File: src/design/llt_pkg.sv
// Shared constants, types and arithmetic helpers for the lat/long to tile block.
// Depends on nothing; every other file in design/ refers to it by scoped names.
package llt_pkg;

    localparam int COORD_FRAC_BITS = 22;
    localparam int DEPTH_CAP       = 23;

    localparam int LON_W   = 31;
    localparam int LAT_W   = 30;
    localparam int DEPTH_W = 5;
    localparam int TILE_W  = 23;

    localparam int IN_TDATA_W  = 72;
    localparam int OUT_TDATA_W = 56;

    // Pipeline: five grid stages, two tile stages.
    localparam int NSTAGE      = 7;
    localparam int GRID_STAGES = 5;

    // Half ranges in fixed point; full range is 45 * 2^(F+3) for longitude
    // and 45 * 2^(F+2) for latitude.
    localparam int HALF_LON = 180 << COORD_FRAC_BITS;
    localparam int HALF_LAT = 90 << COORD_FRAC_BITS;
    localparam int LON_G    = 32;
    localparam int LAT_G    = 31;
    localparam int LON_S    = COORD_FRAC_BITS + 3;
    localparam int LAT_S    = COORD_FRAC_BITS + 2;

    localparam int OFF_W = 31;
    localparam int QA_W  = 26;
    localparam int REM_W = 6;
    localparam int T_W   = QA_W + LON_G;
    localparam int TH_W  = 34;
    localparam int TL_W  = LON_S;
    localparam int W_W   = 38;
    localparam int V_W   = 13;
    localparam int SM_W  = 14;
    localparam int GX_W  = 32;
    localparam int QE_W  = 24;
    localparam int QT_W  = 25;
    localparam int K_W   = 6;
    localparam int SH_W  = 8;
    localparam int R_W   = 34;

    localparam int DIV45 = 45;

    // floor(n/45) = (n * ceil(2^37/45)) >> 37 for n < 2^31
    localparam logic [31:0] DIV45_MUL   = 32'd3054198967;
    localparam int          DIV45_SHIFT = 37;
    // floor(v/45) = (v * ceil(2^19/45)) >> 19 for v < 2^13
    localparam logic [SM_W-1:0] SMALL45_MUL   = 14'd11651;
    localparam int              SMALL45_SHIFT = 19;

    typedef logic [GX_W-1:0]    grid_t;
    typedef logic [TILE_W-1:0]  tile_t;
    typedef logic [DEPTH_W-1:0] depth_t;
    typedef logic [K_W-1:0]     kshift_t;

    typedef struct packed {
        logic [NSTAGE-1:0] load;
    } llt_ctl_t;

    // Saturate a coordinate to [-half, +half] and move it to [0, 2*half].
    function automatic logic [OFF_W-1:0] coord_offset(input logic signed [32:0] c,
                                                      input logic signed [32:0] half);
        logic signed [32:0] cs;
        cs = c;
        if (cs < -half)
            cs = -half;
        else if (cs > half)
            cs = half;
        return OFF_W'(cs + half);
    endfunction

    function automatic logic [QA_W-1:0] div45(input logic [OFF_W-1:0] n);
        logic [OFF_W+31:0] p;
        p = (OFF_W+32)'(n) * (OFF_W+32)'(DIV45_MUL);
        return QA_W'(p >> DIV45_SHIFT);
    endfunction

    function automatic logic [REM_W-1:0] rem45(input logic [OFF_W-1:0] n,
                                               input logic [QA_W-1:0] a);
        logic [OFF_W-1:0] t;
        t = n - OFF_W'(a) * OFF_W'(DIV45);
        return REM_W'(t);
    endfunction

    // a * (2^g - 1) split at bit s
    function automatic logic [TH_W-1:0] hi_part(input logic [QA_W-1:0] a,
                                                input int g, input int s);
        logic [T_W-1:0] t;
        t = (T_W'(a) << g) - T_W'(a);
        return TH_W'(t >> s);
    endfunction

    function automatic logic [TL_W-1:0] lo_part(input logic [QA_W-1:0] a,
                                                input int g, input int s);
        logic [T_W-1:0] t;
        t = (T_W'(a) << g) - T_W'(a);
        return TL_W'(t & ((T_W'(1) << s) - T_W'(1)));
    endfunction

    // floor((45*tl + b*(2^g-1)) / 2^s), still to be divided by 45
    function automatic logic [V_W-1:0] fold_rem(input logic [TL_W-1:0] tl,
                                                input logic [REM_W-1:0] b,
                                                input int g, input int s);
        logic [W_W-1:0] w;
        w = W_W'(tl) * W_W'(DIV45) + (W_W'(b) << g) - W_W'(b);
        return V_W'(w >> s);
    endfunction

    function automatic grid_t grid_sum(input logic [TH_W-1:0] th,
                                       input logic [V_W-1:0] v);
        logic [V_W+SM_W-1:0] p;
        logic [TH_W-1:0]     s;
        p = (V_W+SM_W)'(v) * (V_W+SM_W)'(SMALL45_MUL);
        s = th + TH_W'(p >> SMALL45_SHIFT);
        return GX_W'(s);
    endfunction

endpackage

File: src/design/llt_ctrl.sv
// Valid bits and per-stage load enables for the seven-stage pipeline.
// Depends on llt_pkg.
module llt_ctrl (
    input  logic              clk,
    input  logic              rst_n,
    input  logic              in_valid,
    output logic              in_ready,
    output logic              out_valid,
    input  logic              out_ready,
    output llt_pkg::llt_ctl_t ctl
);

    logic [llt_pkg::NSTAGE-1:0] valid_reg;
    logic [llt_pkg::NSTAGE-1:0] valid_next;
    logic [llt_pkg::NSTAGE-1:0] load;

    // A stage loads when it is empty or its content moves on.
    always_comb
    begin
        load[llt_pkg::NSTAGE-1] = !valid_reg[llt_pkg::NSTAGE-1] || out_ready;
        for (int i = llt_pkg::NSTAGE - 2; i >= 0; i--)
        begin
            load[i] = !valid_reg[i] || load[i+1];
        end
    end

    always_comb
    begin
        valid_next[0] = load[0] ? in_valid : valid_reg[0];
        for (int i = 1; i < llt_pkg::NSTAGE; i++)
        begin
            valid_next[i] = load[i] ? valid_reg[i-1] : valid_reg[i];
        end
    end

    always_ff @(posedge clk or negedge rst_n)
    begin
        if (!rst_n)
            valid_reg <= '0;
        else
            valid_reg <= valid_next;
    end

    assign ctl.load  = load;
    assign in_ready  = load[0];
    assign out_valid = valid_reg[llt_pkg::NSTAGE-1];

endmodule

File: src/design/llt_grid.sv
// Five-stage mapping of saturated longitude and latitude onto the unit grid.
// Depends on llt_pkg.
module llt_grid (
    input  logic                              clk,
    input  llt_pkg::llt_ctl_t                 ctl,
    input  logic signed [llt_pkg::LON_W-1:0]  longitude_fx,
    input  logic signed [llt_pkg::LAT_W-1:0]  latitude_fx,
    input  llt_pkg::depth_t                   depth,
    output llt_pkg::grid_t                    grid_lon,
    output llt_pkg::grid_t                    grid_lat,
    output llt_pkg::depth_t                   grid_depth
);

    // stage 0: saturate and offset
    logic [llt_pkg::OFF_W-1:0] off_lon_reg, off_lon_next;
    logic [llt_pkg::OFF_W-1:0] off_lat_reg, off_lat_next;
    llt_pkg::depth_t           d0_reg, d0_next;
    // stage 1: quotient by 45
    logic [llt_pkg::OFF_W-1:0] off1_lon_reg, off1_lat_reg;
    logic [llt_pkg::QA_W-1:0]  a_lon_reg, a_lon_next;
    logic [llt_pkg::QA_W-1:0]  a_lat_reg, a_lat_next;
    llt_pkg::depth_t           d1_reg;
    // stage 2: remainder and scaled quotient
    logic [llt_pkg::TH_W-1:0]  th_lon_reg, th_lon_next, th_lat_reg, th_lat_next;
    logic [llt_pkg::TL_W-1:0]  tl_lon_reg, tl_lon_next, tl_lat_reg, tl_lat_next;
    logic [llt_pkg::REM_W-1:0] b_lon_reg, b_lon_next, b_lat_reg, b_lat_next;
    llt_pkg::depth_t           d2_reg;
    // stage 3: fold the low part
    logic [llt_pkg::TH_W-1:0]  th3_lon_reg, th3_lat_reg;
    logic [llt_pkg::V_W-1:0]   v_lon_reg, v_lon_next, v_lat_reg, v_lat_next;
    llt_pkg::depth_t           d3_reg;
    // stage 4: grid words
    llt_pkg::grid_t            x_lon_reg, x_lon_next, x_lat_reg, x_lat_next;
    llt_pkg::depth_t           d4_reg;

    always_comb
    begin
        off_lon_next = llt_pkg::coord_offset(33'(longitude_fx), 33'(llt_pkg::HALF_LON));
        off_lat_next = llt_pkg::coord_offset(33'(latitude_fx), 33'(llt_pkg::HALF_LAT));
        d0_next      = (depth > llt_pkg::DEPTH_W'(llt_pkg::DEPTH_CAP)) ?
                       llt_pkg::DEPTH_W'(llt_pkg::DEPTH_CAP) : depth;

        a_lon_next = llt_pkg::div45(off_lon_reg);
        a_lat_next = llt_pkg::div45(off_lat_reg);

        b_lon_next  = llt_pkg::rem45(off1_lon_reg, a_lon_reg);
        b_lat_next  = llt_pkg::rem45(off1_lat_reg, a_lat_reg);
        th_lon_next = llt_pkg::hi_part(a_lon_reg, llt_pkg::LON_G, llt_pkg::LON_S);
        th_lat_next = llt_pkg::hi_part(a_lat_reg, llt_pkg::LAT_G, llt_pkg::LAT_S);
        tl_lon_next = llt_pkg::lo_part(a_lon_reg, llt_pkg::LON_G, llt_pkg::LON_S);
        tl_lat_next = llt_pkg::lo_part(a_lat_reg, llt_pkg::LAT_G, llt_pkg::LAT_S);

        v_lon_next = llt_pkg::fold_rem(tl_lon_reg, b_lon_reg, llt_pkg::LON_G, llt_pkg::LON_S);
        v_lat_next = llt_pkg::fold_rem(tl_lat_reg, b_lat_reg, llt_pkg::LAT_G, llt_pkg::LAT_S);

        x_lon_next = llt_pkg::grid_sum(th3_lon_reg, v_lon_reg);
        x_lat_next = llt_pkg::grid_sum(th3_lat_reg, v_lat_reg);
    end

    always_ff @(posedge clk)
    begin
        if (ctl.load[0])
        begin
            off_lon_reg <= off_lon_next;
            off_lat_reg <= off_lat_next;
            d0_reg      <= d0_next;
        end
        if (ctl.load[1])
        begin
            off1_lon_reg <= off_lon_reg;
            off1_lat_reg <= off_lat_reg;
            a_lon_reg    <= a_lon_next;
            a_lat_reg    <= a_lat_next;
            d1_reg       <= d0_reg;
        end
        if (ctl.load[2])
        begin
            th_lon_reg <= th_lon_next;
            th_lat_reg <= th_lat_next;
            tl_lon_reg <= tl_lon_next;
            tl_lat_reg <= tl_lat_next;
            b_lon_reg  <= b_lon_next;
            b_lat_reg  <= b_lat_next;
            d2_reg     <= d1_reg;
        end
        if (ctl.load[3])
        begin
            th3_lon_reg <= th_lon_reg;
            th3_lat_reg <= th_lat_reg;
            v_lon_reg   <= v_lon_next;
            v_lat_reg   <= v_lat_next;
            d3_reg      <= d2_reg;
        end
        if (ctl.load[4])
        begin
            x_lon_reg <= x_lon_next;
            x_lat_reg <= x_lat_next;
            d4_reg    <= d3_reg;
        end
    end

    assign grid_lon   = x_lon_reg;
    assign grid_lat   = x_lat_reg;
    assign grid_depth = d4_reg;

endmodule

File: src/design/llt_tile.sv
// Two-stage division of a grid word by the step 2^k - 1, clamped to the tile limit.
// Depends on llt_pkg.
module llt_tile (
    input  logic              clk,
    input  llt_pkg::llt_ctl_t ctl,
    input  llt_pkg::grid_t    grid,
    input  llt_pkg::kshift_t  kshift,
    input  llt_pkg::depth_t   depth,
    output llt_pkg::tile_t    tile
);

    llt_pkg::grid_t           x_reg;
    llt_pkg::kshift_t         k_reg;
    logic [llt_pkg::QE_W-1:0] qe_reg, qe_next;
    logic [llt_pkg::R_W-1:0]  step_reg, step_next;
    logic [llt_pkg::R_W-1:0]  step2_reg, step2_next;
    logic [llt_pkg::R_W-1:0]  step3_reg, step3_next;
    llt_pkg::tile_t           lim_reg, lim_next;
    llt_pkg::tile_t           tile_reg, tile_next;

    logic [llt_pkg::SH_W-1:0]   k2, k3;
    logic [llt_pkg::TILE_W:0]   lim_w;
    logic [llt_pkg::R_W-1:0]    prod, rem;
    logic [1:0]                 fix;
    logic [llt_pkg::QT_W-1:0]   q;

    // Estimate x/(2^k-1) from the series x>>k + x>>2k + x>>3k; short by at most 3.
    always_comb
    begin
        k2         = llt_pkg::SH_W'(kshift) << 1;
        k3         = k2 + llt_pkg::SH_W'(kshift);
        qe_next    = llt_pkg::QE_W'((grid >> kshift) + (grid >> k2) + (grid >> k3));
        step_next  = (llt_pkg::R_W'(1) << kshift) - llt_pkg::R_W'(1);
        step2_next = step_next << 1;
        step3_next = step2_next + step_next;
        lim_w      = ((llt_pkg::TILE_W+1)'(1) << depth) - (llt_pkg::TILE_W+1)'(1);
        lim_next   = llt_pkg::TILE_W'(lim_w);
    end

    // Correct the estimate from the remainder, then clamp.
    always_comb
    begin
        prod = (llt_pkg::R_W'(qe_reg) << k_reg) - llt_pkg::R_W'(qe_reg);
        rem  = llt_pkg::R_W'(x_reg) - prod;
        fix  = {1'b0, rem >= step_reg} + {1'b0, rem >= step2_reg} + {1'b0, rem >= step3_reg};
        q    = llt_pkg::QT_W'(qe_reg) + llt_pkg::QT_W'(fix);
        tile_next = (q > llt_pkg::QT_W'(lim_reg)) ? lim_reg : llt_pkg::TILE_W'(q);
    end

    always_ff @(posedge clk)
    begin
        if (ctl.load[llt_pkg::GRID_STAGES])
        begin
            x_reg     <= grid;
            k_reg     <= kshift;
            qe_reg    <= qe_next;
            step_reg  <= step_next;
            step2_reg <= step2_next;
            step3_reg <= step3_next;
            lim_reg   <= lim_next;
        end
        if (ctl.load[llt_pkg::GRID_STAGES+1])
            tile_reg <= tile_next;
    end

    assign tile = tile_reg;

endmodule

File: src/design/lat_long_to_tile_row_col.sv
// Each accepted input item runs through the grid stages, then the tile stages.
// Throughput: one item per cycle when not stalled; the /45 reciprocal multiply
// and the step correction each have their own register stages, so nothing loops.
// Back-pressure holds the output register and collapses bubbles upstream.
// Reset (rst_n, asynchronous, active low) clears the stage valid bits only.
// Top level of the lat/long tile lookup; uses llt_pkg, llt_ctrl, llt_grid, llt_tile.
module lat_long_to_tile_row_col (
    input  logic                               clk,
    input  logic                               rst_n,
    input  logic                               s_tvalid,
    output logic                               s_tready,
    // [30:0] longitude_fx, [60:31] latitude_fx, [65:61] depth, [71:66] zero
    input  logic [llt_pkg::IN_TDATA_W-1:0]     s_tdata,
    output logic                               m_tvalid,
    input  logic                               m_tready,
    // [22:0] tile_row, [45:23] tile_col, [50:46] tile_depth, [55:51] zero
    output logic [llt_pkg::OUT_TDATA_W-1:0]    m_tdata
);

    llt_pkg::llt_ctl_t ctl;

    logic signed [llt_pkg::LON_W-1:0] longitude_fx;
    logic signed [llt_pkg::LAT_W-1:0] latitude_fx;
    llt_pkg::depth_t                  depth;

    llt_pkg::grid_t   grid_lon, grid_lat;
    llt_pkg::depth_t  grid_depth;
    llt_pkg::kshift_t k_lon, k_lat;
    llt_pkg::tile_t   tile_row, tile_col;

    // Depth rides alongside the two tile stages.
    llt_pkg::depth_t  d5_reg, d6_reg;

    // Unpack the input item.
    assign longitude_fx = s_tdata[30:0];
    assign latitude_fx  = s_tdata[60:31];
    assign depth        = s_tdata[65:61];

    // Pipeline control: one valid bit per stage, load when empty or draining.
    llt_ctrl u_ctrl (
        .clk       (clk),
        .rst_n     (rst_n),
        .in_valid  (s_tvalid),
        .in_ready  (s_tready),
        .out_valid (m_tvalid),
        .out_ready (m_tready),
        .ctl       (ctl)
    );

    // Stages 0-4: saturate, offset and scale both coordinates onto the
    // 32-bit (longitude) and 31-bit (latitude) unit grids.
    llt_grid u_grid (
        .clk          (clk),
        .ctl          (ctl),
        .longitude_fx (longitude_fx),
        .latitude_fx  (latitude_fx),
        .depth        (depth),
        .grid_lon     (grid_lon),
        .grid_lat     (grid_lat),
        .grid_depth   (grid_depth)
    );

    // Grid step at depth d is 2^(32-d)-1 for longitude, 2^(31-d)-1 for latitude.
    assign k_lon = llt_pkg::K_W'(llt_pkg::LON_G) - llt_pkg::K_W'(grid_depth);
    assign k_lat = llt_pkg::K_W'(llt_pkg::LAT_G) - llt_pkg::K_W'(grid_depth);

    // Stages 5-6: divide by the step and clamp to 2^d - 1.
    llt_tile u_tile_col (
        .clk    (clk),
        .ctl    (ctl),
        .grid   (grid_lon),
        .kshift (k_lon),
        .depth  (grid_depth),
        .tile   (tile_col)
    );

    llt_tile u_tile_row (
        .clk    (clk),
        .ctl    (ctl),
        .grid   (grid_lat),
        .kshift (k_lat),
        .depth  (grid_depth),
        .tile   (tile_row)
    );

    always_ff @(posedge clk)
    begin
        if (ctl.load[llt_pkg::GRID_STAGES])
            d5_reg <= grid_depth;
        if (ctl.load[llt_pkg::GRID_STAGES+1])
            d6_reg <= d5_reg;
    end

    // Pack the result item.
    assign m_tdata = {5'b0, d6_reg, tile_col, tile_row};

`ifndef SYNTHESIS
    // Row and column never exceed the clamp for the returned depth.
    a_tile_in_range: assert property (@(posedge clk) disable iff (!rst_n)
        m_tvalid |-> ((m_tdata[22:0] >> m_tdata[50:46]) == 23'd0) &&
                     ((m_tdata[45:23] >> m_tdata[50:46]) == 23'd0))
        else $error("tile row or column beyond 2^depth - 1");

    // Returned depth has been saturated.
    a_depth_sat: assert property (@(posedge clk) disable iff (!rst_n)
        m_tvalid |-> (m_tdata[50:46] <= llt_pkg::DEPTH_W'(llt_pkg::DEPTH_CAP)))
        else $error("tile depth above maximum");

    // With the output draining or empty, the whole pipeline advances.
    a_no_stall: assert property (@(posedge clk) disable iff (!rst_n)
        (m_tready || !m_tvalid) |-> s_tready)
        else $error("input stalled while output is free");
`endif

endmodule

File: config.mk
export PLATFORM = sky130hd
export DESIGN_NAME = lat_long_to_tile_row_col
export DESIGN_NICKNAME = d
export VERILOG_FILES = /design/src/design/llt_pkg.sv /design/src/design/llt_ctrl.sv /design/src/design/llt_grid.sv /design/src/design/llt_tile.sv /design/src/design/lat_long_to_tile_row_col.sv
export SDC_FILE = /design/constraint.sdc
export NUM_CORES = 2
export LEC_CHECK = 0
export BUFFER_PORTS_ARGS = -buffer_cell sky130_fd_sc_hd__buf_2
export CAP_MARGIN = 0
export CORE_ASPECT_RATIO = 1.5
export CORE_UTILIZATION = 45
export DETAILED_ROUTE_END_ITERATION = 12
export PLACE_DENSITY = 0.61
export SLEW_MARGIN = 5
export SYNTH_ARGS = -nofsm -noshare
export SYNTH_HDL_FRONTEND = slang
export SYNTH_SLANG_ARGS = --single-unit
File: constraint.sdc
create_clock -name clk -period 14.01 [get_ports clk]
set_clock_uncertainty 0.1 [all_clocks]
set_input_delay 1.401 -clock clk [delete_from_list [all_inputs] [get_ports clk]]
set_output_delay 1.401 -clock clk [all_outputs]
set_load 0.02 [all_outputs]
==> impl_results.rst <==
.. list-table::
   :header-rows: 1

   * - Metric
     - Value
   * - Nature of the critical path startpoint
     - flop
   * - Area of the die
     - 0.216 mm2
   * - Detail Route met2 WL
     - between 100 and 150 mm
   * - Commonest non-fill, non-tap cell in the layout
     - sky130_fd_sc_hd__inv_1
   * - Post-CTS Setup Inserts
     - 0
   * - Final Hold Vio Count
     - 0
   * - Result of the run
     - finished, final reports clean
   * - Path type of the worst setup path
     - flop to flop
   * - Wire length of the first global-routing pass
     - ~420 mm
   * - Sink count of the clock tree
     - between 700 and 800
   * - Clock latency at the later pin of the worst-skew pair
     - 0.73 ns
   * - Boundary Pins
     - about 130
   * - Most frequent cells in the layout
     - 1,732 x sky130_fd_sc_hd__inv_1, 1,500 x sky130_fd_sc_hd__ha_1, 893 x sky130_fd_sc_hd__fa_1
   * - Critical Path Slowest Stage Cell
     - sky130_fd_sc_hd__edfxtp_1
   * - Highest metal used
     - met4
   * - Number of global-route vias before repair
     - between 70,000 and 80,000
   * - Worst-case clock buffer depth
     - 3
   * - Seq cells post-synth
     - roughly 770
   * - Critical path's top delay family
     - compound AO/OA/AOI/OAI gates
   * - Wire per inst
     - 20.9 um
   * - Antenna violations before repair
     - 3
   * - Fraction of registers with async set or reset after synthesis
     - 0.00907
   * - Number of pins with negative max-slew slack in the final report
     - 0
   * - Maximum fanout encountered on the critical timing path
     - 26
   * - Detailed-routing iteration count for the pre-antenna-repair pass
     - 9
   * - Routed met3 length
     - approximately 10 mm
   * - Post-synth EDFFs
     - 765
   * - First DRT Iteration DRCs
     - between 4,000 and 5,000
   * - Mapped Avg Cell Area
     - between 9 and 10 um2
   * - Max Freq
     - 78.2 MHz
   * - Final Setup Violations
     - 0
   * - Maximum number of pins on one net before global-route repair
     - between 90 and 100
   * - Ratio of routed vias to standard cells
     - between 5 and 6
   * - Worst-Margin Slew
     - roughly 1.1 ns
   * - Fraction of final layout cells sized beyond drive strength 1
     - 0.0546
   * - Number of buffer and inverter instances along the worst setup path
     - 5
   * - TritonCTS clock tree
     - built
   * - # hold bufs at CTS
     - 0
   * - Largest stage delay on the critical path
     - 1.05 ns
   * - Overall Global Routing Usage
     - 0.248
   * - Number of library cell types mapped by synthesis
     - 93
   * - Hold wc startpoint
     - u_grid.th_lat_reg[16]
   * - Fraction of the yosys area taken by sequential cells
     - 0.240
   * - Max-slew headroom at the worst pin
     - 0.228
   * - Fraction of the cycle the final worst path needs
     - 0.912
   * - Initial cell density of the core
     - 0.454
   * - Post-synthesis instance area
     - ~0.096 mm2
   * - Arrival time at the worst endpoint
     - 13.13 ns
   * - Time the final worst path needs with I/O delays and setup
     - about 13 ns
   * - Final wirelength
     - roughly 270 mm
   * - Die width
     - about 380 um
   * - H-tree Lvls
     - 3
   * - Number of buffers created by CTS
     - 85
   * - Crit-path most repeated cell
     - sky130_fd_sc_hd__a21oi_1
   * - Detail Route Antenna Nets
     - 0
   * - Placer Congestion
     - 0.986
   * - Vias after detailed routing
     - around 71,000
   * - Number of buffers inserted by port buffering
     - 122
   * - Worst min-delay path category
     - flop to flop
   * - Number of synthesis warnings
     - 0
   * - Remaining global-route overflow
     - 0
   * - CTS clock-pin slew for the worst setup and hold paths
     - approximately 0.060 ns
   * - Data required time of the critical path
     - approximately 14 ns
   * - Critical path capture point type
     - flop
   * - Core box area
     - 0.213 mm2
   * - RSZ-0062 raised after global routing
     - no
   * - Startpoint of the lowest-slack register-to-register path
     - u_tile_row.k_reg[1]
   * - Post-Synthesis Cells
     - 9,912
   * - Clock Tree Root
     - sky130_fd_sc_hd__clkbuf_16
   * - Length of routed wiring on met1
     - between 90 and 100 mm
   * - Setup TNS
     - 0 ns
   * - Die Y
     - ~570 um
   * - DRC violation count after routing
     - 0
   * - Final HPWL from detailed placement
     - about 230 mm
   * - Final nets
     - roughly 12,000
   * - Quantity of gates resized following cts
     - 0
   * - Number of max-capacitance violations reported
     - 0
   * - Synthesis-to-finish area growth
     - 6.94%
   * - Std-Cell Rows
     - ~210
   * - Top flip-flop cell by instance count after synthesis
     - sky130_fd_sc_hd__edfxtp_1
   * - Timing startpoint of the critical path
     - u_tile_row.k_reg[1]
==> Yosys cell counts, drive strengths merged (22+ instances only) <==
cell type,instances,area share
or2,30,0.0020
ha,1502,0.19
edfxtp,765,0.24
o21a,71,0.0055
nand3,126,0.0065
nand4,86,0.0056
and3,54,0.0035
xor2,141,0.013
or3,55,0.0039
o21bai,66,0.0051
nand2,614,0.024
inv,1737,0.068
a21oi,607,0.031
a31oi,44,0.0029
a22oi,22,0.0017
nor2b,89,0.0058
buf,62,0.0027
a21o,197,0.015
mux2i,193,0.020
nand2b,112,0.0073
nor3,130,0.0068
a211oi,81,0.0063
clkbuf,204,0.0079
o21ai,397,0.021
mux2,96,0.011
nor4,38,0.0025
and2,81,0.0053
xnor2,356,0.032
o211ai,56,0.0044
o22ai,41,0.0027
mux4,29,0.0068
fa,893,0.19
nor2,669,0.026
==> logic make-up (layout without fill, tap and decap cells) <==
logic type / count (synthesis) / after routing / synth area share
buffers and inverters: 2008 / 2097 / 0.0785
DFF: 772 / 772 / 0.240
and+or+nand+nor: 2132 / 2132 / 0.103
other: 1 / 7 / 0.0000389
AOI/OAI and AO/OA: 1789 / 1789 / 0.115
xor gates and xnor gates: 497 / 497 / 0.0451
adders and majority gates: 2395 / 2395 / 0.380
muxes: 318 / 318 / 0.0380
==> routing by layer <==
metal | GRT usage | up-vias
li1 | - | 33700
met1 | 0.263 | 34400
met2 | 0.469 | 1838
met3 | 0.0241 | 702
met4 | 0.151 | 0
met5 | 0 | -
==> metrics by stage <==
step | worst slack (ns) | hold slack (ns) | utilization | cell area [um2] | std cells
after floorplan | 2.93 | 0.300 | - | 96500 | 9917
after global placement | 1.24 | 0.301 | 0.472 | 100000 | 12700
after detailed placement | 1.25 | 0.305 | 0.472 | 100000 | 12700
after CTS | 1.20 | 0.295 | 0.485 | 103000 | 12800
after global routing | 0.182 | 0.307 | 0.485 | 103000 | 12800
final | 1.23 | 0.295 | 0.485 | 103000 | 12800
==> worst reg2reg max path: cells and delay by family (launching register included) <==
family,cells,cell delay [ns]
mux,2,0.56
compound gates,21,4.90
flops,1,1.05
simple gates,11,2.01
xor+xnor,2,0.41
buf+inv,5,0.98
fa+ha+maj,7,2.52
==> worst paths after layout <==
check | endpoint | slack [ns] | cells past startpoint
hold reg to reg | u_grid.th3_lat_reg[16] | 0.30 | 0
max in group asynchronous | u_ctrl.valid_reg[4] | 13.01 | 1
setup / recovery | u_tile_row.tile[7] | 1.23 | 48
min in group asynchronous | u_ctrl.valid_reg[6] | 0.52 | 1
setup reg to reg | u_tile_row.tile[7] | 1.23 | 48
hold / removal | u_grid.th3_lat_reg[16] | 0.30 | 0
==> cell type report <==
class,instances,area [um2]
fillers,19800,109000
multi-input cells,7137,65900
flip-flops and latches,772,23100
inverters,1742,6540
well taps,2821,3530
clock buffers,99,2260
repair buffers,196,1190
clock inverters,60,582
diodes,1,2.50
Power is not shown: default switching activity piles up to over one toggle a cycle in this logic, so the estimate is an artifact.
